**src/rtl/lqf_pkg.sv**
```systemverilog
// Package for the linked queue with free list: sizes, codes and request types.
// No dependencies; imported by lqf_pool and linked_queue_with_free_list.
package lqf_pkg;

  localparam int SLOTS     = 16;
  localparam int DATA_BITS = 32;
  localparam int IDX_W     = (SLOTS > 1) ? $clog2(SLOTS) : 1;

  localparam logic OP_ENQ = 1'b0;
  localparam logic OP_DEQ = 1'b1;

  localparam logic [1:0] ST_DONE  = 2'd0;
  localparam logic [1:0] ST_FULL  = 2'd1;
  localparam logic [1:0] ST_EMPTY = 2'd2;

  typedef logic [IDX_W-1:0] idx_t;

  typedef struct packed {
    logic               op;
    logic signed [31:0] value;
  } cmd_t;

  typedef struct packed {
    logic [1:0]         status;
    logic signed [31:0] data_out;
  } rsp_t;

  // link with its own null flag
  typedef struct packed {
    logic ok;
    idx_t idx;
  } link_t;

  typedef struct packed {
    logic  en;
    idx_t  addr;
    link_t link;
  } link_wr_t;

  typedef struct packed {
    logic                 en;
    idx_t                 addr;
    logic [DATA_BITS-1:0] data;
  } data_wr_t;

  // power-up chain: slot i points at slot i+1, last slot is null
  function automatic link_t link_init(idx_t i);
    link_t l;
    l.ok  = (int'(i) + 1 < SLOTS);
    l.idx = l.ok ? idx_t'(int'(i) + 1) : '0;
    return l;
  endfunction

endpackage

```
**src/rtl/lqf_pool.sv**
```systemverilog
// Slot pool: data and link memories, one write and one registered read each.
// Depends on lqf_pkg. Unwritten links read as the power-up free chain.
module lqf_pool (
  input  logic             clk,
  input  logic             rst,
  input  logic             rd_en,
  input  lqf_pkg::idx_t    rd_addr,
  input  lqf_pkg::link_wr_t link_wr,
  input  lqf_pkg::data_wr_t data_wr,
  output lqf_pkg::link_t   rd_link,
  output logic [lqf_pkg::DATA_BITS-1:0] rd_data
);
  import lqf_pkg::*;

  link_t                link_mem [SLOTS];
  logic [DATA_BITS-1:0] data_mem [SLOTS];
  logic [SLOTS-1:0]     written;

  always_ff @(posedge clk) begin
    if (rst) begin
      written <= '0;
    end else if (link_wr.en) begin
      written[link_wr.addr] <= 1'b1;
    end
  end

  always_ff @(posedge clk) begin
    if (link_wr.en) begin
      link_mem[link_wr.addr] <= link_wr.link;
    end
    if (data_wr.en) begin
      data_mem[data_wr.addr] <= data_wr.data;
    end
    if (rd_en) begin
      rd_link <= written[rd_addr] ? link_mem[rd_addr] : link_init(rd_addr);
      rd_data <= data_mem[rd_addr];
    end
  end

endmodule

```
**src/rtl/linked_queue_with_free_list.sv**
```systemverilog
// Linked FIFO queue in a slot pool with a free list; uses lqf_pkg, lqf_pool.
// A request accepted in S_IDLE has its response registered as S_EXEC ends; S_EXEC
// holds while a valid response is stalled. cmd_stall is high in S_EXEC, so a new request
// waits: the pool link read must return before the head, tail and free pointers update.
// Reset (rst, synchronous): queue empty, free list starts at slot 0, link valid
// bits cleared so links read as the in-order chain; no clearing pass.
module linked_queue_with_free_list (
  input  logic          clk,
  input  logic          rst,
  input  logic          cmd_valid,
  output logic          cmd_stall,
  input  lqf_pkg::cmd_t cmd,
  output logic          rsp_valid,
  input  logic          rsp_stall,
  output lqf_pkg::rsp_t rsp
);
  import lqf_pkg::*;

  localparam logic S_IDLE = 1'b0;
  localparam logic S_EXEC = 1'b1;

  logic state;
  logic op;
  logic signed [31:0] value;

  idx_t head_ptr, head_ptr_next;
  idx_t tail_ptr, tail_ptr_next;
  idx_t free_ptr, free_ptr_next;
  logic head_ok, head_ok_next;
  logic free_ok, free_ok_next;

  link_t                rd_link;
  logic [DATA_BITS-1:0] rd_data;
  link_wr_t             link_wr;
  data_wr_t             data_wr;
  rsp_t                 rsp_next;

  logic accept, exec_go;

  assign cmd_stall = (state == S_EXEC);
  assign accept    = cmd_valid & ~cmd_stall;
  assign exec_go   = (state == S_EXEC) & ~(rsp_valid & rsp_stall);

  lqf_pool u_pool (
    .clk     (clk),
    .rst     (rst),
    .rd_en   (accept),
    .rd_addr ((cmd.op == OP_DEQ) ? head_ptr : free_ptr),
    .link_wr (link_wr),
    .data_wr (data_wr),
    .rd_link (rd_link),
    .rd_data (rd_data)
  );

  // The tail's link is not written on enqueue and may be stale or null: the last entry is found by
  // comparing against tail_ptr, so an enqueue needs only one link write.
  always_comb begin
    head_ptr_next = head_ptr;
    tail_ptr_next = tail_ptr;
    free_ptr_next = free_ptr;
    head_ok_next  = head_ok;
    free_ok_next  = free_ok;
    link_wr       = '0;
    data_wr       = '0;
    rsp_next.status   = ST_DONE;
    rsp_next.data_out = '0;
    if (op == OP_ENQ) begin
      if (!free_ok) begin
        rsp_next.status = ST_FULL;
      end else begin
        free_ok_next  = rd_link.ok;
        free_ptr_next = rd_link.idx;
        data_wr.en    = exec_go;
        data_wr.addr  = free_ptr;
        data_wr.data  = DATA_BITS'($unsigned(value));
        if (head_ok) begin
          link_wr.en       = exec_go;
          link_wr.addr     = tail_ptr;
          link_wr.link.ok  = 1'b1;
          link_wr.link.idx = free_ptr;
        end else begin
          head_ptr_next = free_ptr;
          head_ok_next  = 1'b1;
        end
        tail_ptr_next = free_ptr;
      end
    end else begin
      if (!head_ok) begin
        rsp_next.status = ST_EMPTY;
      end else begin
        rsp_next.data_out = 32'(signed'(rd_data));
        if (head_ptr == tail_ptr) begin
          head_ok_next  = 1'b0;
          head_ptr_next = '0;
          tail_ptr_next = '0;
        end else begin
          head_ptr_next = rd_link.idx;
        end
        link_wr.en       = exec_go;
        link_wr.addr     = head_ptr;
        link_wr.link.ok  = free_ok;
        link_wr.link.idx = free_ptr;
        free_ptr_next    = head_ptr;
        free_ok_next     = 1'b1;
      end
    end
  end

  always_ff @(posedge clk) begin
    if (rst) begin
      state     <= S_IDLE;
      head_ptr  <= '0;
      tail_ptr  <= '0;
      free_ptr  <= '0;
      head_ok   <= 1'b0;
      free_ok   <= 1'b1;
      rsp_valid <= 1'b0;
    end else begin
      if (accept) begin
        state <= S_EXEC;
      end else if (exec_go) begin
        state <= S_IDLE;
      end
      if (exec_go) begin
        head_ptr  <= head_ptr_next;
        tail_ptr  <= tail_ptr_next;
        free_ptr  <= free_ptr_next;
        head_ok   <= head_ok_next;
        free_ok   <= free_ok_next;
        rsp_valid <= 1'b1;
      end else if (!rsp_stall) begin
        rsp_valid <= 1'b0;
      end
    end
  end

  always_ff @(posedge clk) begin
    if (accept) begin
      op    <= cmd.op;
      value <= cmd.value;
    end
    if (exec_go) begin
      rsp <= rsp_next;
    end
  end

endmodule

```
**config.mk**
```make
export PLATFORM = sky130hd
export DESIGN_NAME = linked_queue_with_free_list
export DESIGN_NICKNAME = d
export VERILOG_FILES = /design/src/rtl/lqf_pkg.sv /design/src/rtl/lqf_pool.sv /design/src/rtl/linked_queue_with_free_list.sv
export SDC_FILE = /design/constraint.sdc
export NUM_CORES = 1
export LEC_CHECK = 0
export BUFFER_PORTS_ARGS = -buffer_cell sky130_fd_sc_hd__buf_2
export CAP_MARGIN = 20
export CORE_MARGIN = 2
export CORE_UTILIZATION = 40
export CTS_BUF_LIST = sky130_fd_sc_hd__clkbuf_8
export CTS_CLUSTER_DIAMETER = 60
export CTS_CLUSTER_SIZE = 40
export DETAILED_ROUTE_END_ITERATION = 10
export PLACE_DENSITY_LB_ADDON = 0.25
export RECOVER_POWER = 100
export SLEW_MARGIN = 20
export SYNTH_ARGS = -nofsm -noshare
export SYNTH_HDL_FRONTEND = slang
export SYNTH_SLANG_ARGS = --single-unit
```
**constraint.sdc**
```tcl
create_clock -name clk -period 6.8 [get_ports clk]
set_input_delay 0.68 -clock clk [delete_from_list [all_inputs] [get_ports clk]]
set_output_delay 0.68 -clock clk [all_outputs]
set_load 0.005 [all_outputs]
```
**Word-level counts from Yosys, hierarchy flattened**

Memories as Yosys holds them, arrays and structs flattened. A register that Yosys moved wholly into a read port is not among the register bits.
Cells that the tools add are included.
Widths: inputs -> output; s select.

- Register bits after elaboration: 104
- Memory bits (writable): 592
- Input port bits: 37
- Output and inout bits: 36
- Word-level logic and storage cells: 81
- Memories: 2

Memory list:

| name | depth | bits a word | read ports | clocked after memory_dff | wr ports | line | RTL |
|---|---|---|---|---|---|---|---|
| u_pool.data_mem | 16 | 32 | 1 | 1 | 1 | lqf_pool.sv:16 | `logic [DATA_BITS-1:0] data_mem [SLOTS];` |
| u_pool.link_mem | 16 | 5 | 1 | 0 | 1 | lqf_pool.sv:15 | `link_t link_mem [SLOTS];` |

- $add $sub $neg: 1
- Order comparisons: 4
- Equal/unequal tests: 4
- Muxes and demuxes: 42
- Bitwise operators: 6
- Reductions and logical operators: 8

Operators with widths:

| cell | number |
|---|---|
| $mux 37 | 2 |
| $mux 4 | 13 |
| $mux 10 | 4 |
| $lt 32x6->1 const B | 1 |
| $mux 1 | 18 |
| $or 16x16->16 | 1 |
| $lt 4x5->1 const B | 2 |
| $ne 2x1->1 const B | 3 |
| $reduce_and 2->1 | 3 |
| $add 4x1->5 const B | 1 |
| $mux 5 | 1 |
| $bmux 1 s4 | 1 |
| $demux 1 s4 | 1 |
| $eq 4x4->1 | 1 |
| $ge 4x1->1 const B | 1 |
| $mux 2 | 2 |
| $reduce_and 4->1 | 1 |
| $reduce_bool 2->1 | 2 |
| $and 1x1->1 | 3 |
| $reduce_and 3->1 | 1 |
| $not 1->1 | 2 |
| $logic_and 1x1->1 | 1 |

**Depth between registers and ports, before layout**

- Depth in word-level cells: 11
- Gate-level depth with buffers: 10
- Gate-level depth less buffers: 7

**Hierarchy**

From an unflattened synthesis, not the netlist that was laid out.

- Cells, all modules: 1470
- Area total of the unflattened synthesis: 28138.2 um2

Modules (own cells, without submodules):

| module | instances | cells an instance | area each (um2) | seq. area each (um2) |
|---|---|---|---|---|
| lqf_pool | 1 | 1198 | 24677.4 | 19208.4 |
| linked_queue_with_free_list | 1 | 272 | 3460.8 | 2332.2 |

**Least setup slack after synthesis**

Ideal clock, no wire load.

- Path kind: input -> register
- Start point: in rsp_stall
- End point: mem u_pool.data_mem[12][0], enable pin
- Library setup time: 461 ps
- Data arrival time: 4884 ps
- Data required time: 6339 ps
- Path slack: 1455 ps
- Cell stages on the path: 6
- Buffers on the path: 2
- Cell sequence: a21boi_0 clkbuf_1 and2_1 clkbuf_1 nand3_1 nor3_1

- Cells in the longest elaborated chain, start to end: 7

Ends and longest elaborated chain:

| what | line | RTL |
|---|---|---|
| start, declared | linked_queue_with_free_list.sv:14 | `input logic rsp_stall,` |
| $and 1x1->1 | linked_queue_with_free_list.sv:42 | `assign exec_go = (state == S_EXEC) & ~(rsp_valid & rsp_stall);` |
| $not 1->1 | linked_queue_with_free_list.sv:42 |  |
| $and 1x1->1 | linked_queue_with_free_list.sv:42 |  |
| named net exec_go | linked_queue_with_free_list.sv:38 | `logic accept, exec_go;` |
| $mux 37 | linked_queue_with_free_list.sv:68 | `if (!free_ok) begin` |
| $mux 37 | linked_queue_with_free_list.sv:67 | `if (op == OP_ENQ) begin` |
| $mux 1 | lqf_pool.sv:31 | `if (data_wr.en) begin` |
| $mux 1 (implied by the code) | lqf_pool.sv:32 | `data_mem[data_wr.addr] <= data_wr.data;` |
| end, declared | lqf_pool.sv:16 |  |

The timed path passes the listed nets, and every way through them passes these cells.

**Worst setup path in the final report**

- Start point: reg free_ok
- End point: mem u_pool.data_mem[2][18], enable pin

- Cells in the longest elaborated chain, start to end: 4

Ends and longest elaborated chain:

| what | line | RTL |
|---|---|---|
| start, declared | linked_queue_with_free_list.sv:30 | `logic free_ok, free_ok_next;` |
| start signal, assigned | linked_queue_with_free_list.sv:129 | `free_ok <= free_ok_next;` |
| $mux 37 (*) | linked_queue_with_free_list.sv:68 |  |
| $mux 37 (*) | linked_queue_with_free_list.sv:67 |  |
| $mux 1 | lqf_pool.sv:31 |  |
| $mux 1 (implied by the code) | lqf_pool.sv:32 |  |

Every way passes the cells marked *; elsewhere a longest branch is shown, timed or not.

==> results.txt <==
- In this run the critical register-to-register path is launched from free_ok.
* Longest Clk Path Bufs: 3
* TritonCTS clock tree: built
- Slack of the critical path: 1800 ps
* Number of DRC markers after the initial detailed-route iteration: 1887
- Instance count along the most critical hold path: 1
* Number of antenna violations at the first check in global routing: 3
- Final setup viols: 0
* Fraction of layout instances using a drive strength above 1: 7.68%
- Counting distinct cell types in the post-synthesis netlist gives 50.
- GRT Resource Usage Total: 19.0%
- Violations in the final reports: capacitance limit, slew limit
* Cells traversed along the worst timing path: nor2b_1, buf_4, and2_0, nand3_1, nor2_4, clkbuf_1
- Number of instances in the placed design: 3090
* Synth warnings: 0
- Required time at the worst-slack endpoint: 7040 ps
- In the final routed layout, each cell accounts on average for 22.5 um.
- RSZ-0062 raised after global routing: false
- Transition time of the tightest slew-check pin: 3340 ps
- Combinational logic burns 6.7% of the power.
- The total overflow left after global routing is 0.
- After legalization and detailed placement, the total HPWL measured 36700 um.
- The internal power of the cells totals 6.01 mW.
- Share of power burned in the clock network: 31.6%
* Residual DRC count: 0
- H-tree levels: 2
* Number of nets with antenna violations after detailed routing: 0
- Pwr Total: 8.17 mW
- Sequential element share of the synthesized area: 74.9%
- The worst setup path is captured at a register.
* Relative max-transition margin: -123%
- Maximum number of pins on one net before global-route repair: 201
* Register-to-register setup slack: 1800 ps
- The number of gates resized after CTS was 0.
- For hold timing, the worst endpoint is value[26].
- Sum of negative setup slack: 0 ps
* Total number of vias: 17500
- Die span in y: 272 um
- The die covers 74000 um2.
* Total I/O pin count: 73
- The count of buffers added on input and output ports is 72.
* Stage delay of the slowest cell on the critical path: 2340 ps
- Depth of the worst register-to-register path: 6
* Worst setup skew after layout: 47.9 ps
- The first global-routing pass estimated 107000 um of wire.
* Clock insertion delay at the later pin of the skew report: 730 ps
- CTS placed an instance of sky130_fd_sc_hd__clkbuf_8 at the clock tree root.
- Max Fclk: 200 MHz
* FFs w/ async S/R, synth: 0%
- Using the TritonRoute via totals, the vias-per-cell ratio works out to 5.51.
- STA classifies the critical path startpoint as a register.
- Summing every instance area after synthesis gives 28800 um2.
* Worst min-delay path startpoint: cmd[26]
- The number of nets in the synthesized netlist is 2223.
- The total area inside the core boundary comes to 71400 um2.
- Hold Fails Final Rpt: 0
* Final core utilization: 43.6%
- Final period demand of the worst path: 5000 ps
* Critical Path Slowest Stage Cell: sky130_fd_sc_hd__clkbuf_1
* Crit Path Class: reg2reg
* Flip-flop cell with the highest count after synthesis: sky130_fd_sc_hd__edfxtp_1
- Mean area per synthesized cell: 13.2 um2
- Area taken by multi-input logic gates: 6570 um2
* Post-Route WL: 71400 um
- Number of fill cells in the layout: 6498
- CTS Sinks: 728
- Gate count after technology mapping: 2185
- Row generation in the floorplan step produced 98 rows.
* Detailed-router iteration count before antenna repair: 5
- Via count of the first global-routing pass: 16800
- Summed over all nets, the switching power comes to 2.15 mW.
* Post-route non-filler standard cell count: 3177
- Quantity of hold-fixing buffers added after cts: 0
- IR analysis of the VDD net gives a maximum drop of 0.000141 V.
* X dimension of the die: 272 um
- The synthesized design contains 696 enable-type register cells.
- In this run, flip-flops and latches consume 61.7% of the power.
- Of the total power, the share spent switching nets is 26.4%.
- Of the available clock period, the critical path in the final layout requires 73.6%.
- At the placement stage, the worst setup path has a slack of 2580 ps.
- Status: finished with violations
- In this run the static leakage power is 10.4 nW.
* Area growth syn-to-layout: 8.32%
- At the worst endpoint, the arrival time is 5240 ps.
* Path type of the worst min-delay path: in2reg
- The congestion estimate from routability-driven global placement came to 0.806.
- Number of buffers created by CTS: 48
* Storage cell area: 21500 um2
- Number of max-slew violations in the final report: 505
* Post-CTS repair timing setup buffer count: 0
- R2R Path End: u_pool.data_mem[2][18]
* Clock transition at the register clock pins on the worst setup and hold paths after CTS: 160 ps
- The synthesized design contains 728 register bits.
- The initial utilization of the core area, before any placement, comes to 40.3%.
- Across the run, the number of max-cap violations was 19.
- Power Dens Cells: 262 nW/um2
- Along the worst path, the maximum fanout reaches 37.
- Post-layout net count: 2228
## cells by family after synthesis
kind of cell / Yosys count / share of synthesized area (%)
buf+inv: 159 / 2.38
flops: 728 / 74.9
fa+ha+maj: 1 / 0.0435
compound gates: 200 / 5.18
mux: 24 / 0.979
xor+xnor: 5 / 0.152
simple gates: 1068 / 16.3
## layout by cell type, fill, tap and decap left out, drive strengths merged, types with 4 or more instances in the layout
master,count
nor2,64
mux2i,20
a211oi,15
o22ai,4
buf,61
a22oi,5
nor2b,5
nor3,5
a221oi,5
nand2,580
edfxtp,696
a2bb2oi,4
nand4,5
xnor2,5
a21oi,27
o221ai,8
a31oi,33
and3,65
inv,27
a311oi,64
o21ba,8
and2,41
o21ai,16
dfxtp,32
nand3,296
clkbuf,93
a32oi,4
clkinv,17
## layout make-up
type | instances | area share [%]
sequential | 728 | 69.2
multi-input combinational | 1298 | 21.1
tap | 950 | 3.82
clock buffer | 49 | 2.17
clock inverter | 37 | 1.88
timing repair buffer | 105 | 1.72
inverter | 9 | 0.141
antenna | 1 | 0.00804
## layer usage
layer / up-vias / track usage, % / part of all wire, %
met5: - / 0 / 0
li1: 8007 / - / -
met3: 101 / 2.45 / 6.7
met1: 8780 / 27.7 / 44
met2: 622 / 30.2 / 47
met4: 0 / 5.32 / 2.1
## power groups by stage
stage	clock network, mW	registers [mW]	logic (mW)
final	2.58	5.04	0.547
after global routing	2.81	5.04	0.607
after CTS	2.65	5.03	0.561
after detailed placement	0	5.14	0.560
after global placement	0	5.13	0.548
after floorplan	0	5.12	0.374
## worst max-delay path: cells and delay by family, from the launching register on
family | cells | cell delay [ps]
flip-flops | 1 | 530
AND/OR/NAND/NOR | 4 | 1080
buffers and inverters | 2 | 2850
## worst max path at each step
| stage | startpoint | end | slack [ps] | cells past startpoint |
|---|---|---|---|---|
| final | free_ok | u_pool.data_mem[2][18] | 1800 | 6 |
| after global routing | free_ok | u_pool.data_mem[1][29] | 1470 | 6 |
| after CTS | cmd_stall | u_pool.data_mem[1][30] | 3090 | 6 |
| after detailed placement | cmd[32] | u_pool.rd_link[0] | 2580 | 8 |
| after global placement | cmd[32] | u_pool.rd_link[0] | 2560 | 8 |
| after floorplan | rsp_stall | u_pool.data_mem[12][0] | 1460 | 6 |
## synthesized netlist by cell type (18+ instances only)
| cell type | instances | area share, % |
|---|---|---|
| sky130_fd_sc_hd__nor2_1 | 64 | 0.84 |
| sky130_fd_sc_hd__mux2i_1 | 18 | 0.63 |
| sky130_fd_sc_hd__clkbuf_1 | 81 | 1.1 |
| sky130_fd_sc_hd__a311oi_1 | 64 | 1.9 |
| sky130_fd_sc_hd__buf_2 | 56 | 0.97 |
| sky130_fd_sc_hd__edfxtp_1 | 696 | 73 |
| sky130_fd_sc_hd__and3_1 | 65 | 1.4 |
| sky130_fd_sc_hd__a31oi_1 | 33 | 0.72 |
| sky130_fd_sc_hd__nand2_1 | 580 | 7.6 |
| sky130_fd_sc_hd__a21oi_1 | 25 | 0.44 |
| sky130_fd_sc_hd__nand3_1 | 296 | 5.2 |
| sky130_fd_sc_hd__and2_1 | 41 | 0.89 |
| sky130_fd_sc_hd__dfxtp_1 | 32 | 2.2 |
## state kept, by name, indices dropped and copies added, names as in the netlist
signal           count
head_ok              1
u_pool.data_mem    512
u_pool.link_mem     80
u_pool.rd_data      32
free_ok              1
cmd_stall            1
free_ptr             4
head_ptr             4
u_pool.rd_link       5
rsp_valid            1
rsp                 34
op                   1
u_pool.written      16
value               32
tail_ptr             4
## stage by stage
| stage | instance area [um2] | hold WS [ps] |
|---|---|---|
| 2_1_floorplan | 28800 | 436 |
| 3_3_place_gp | 30100 | 457 |
| 3_5_place_dp | 30100 | 464 |
| 4_1_cts | 31300 | 73.8 |
| 5_1_grt | 31100 | 92.9 |
| 6_report | 31100 | 127 |
No activity file was read; power rests on OpenSTA's default activity.
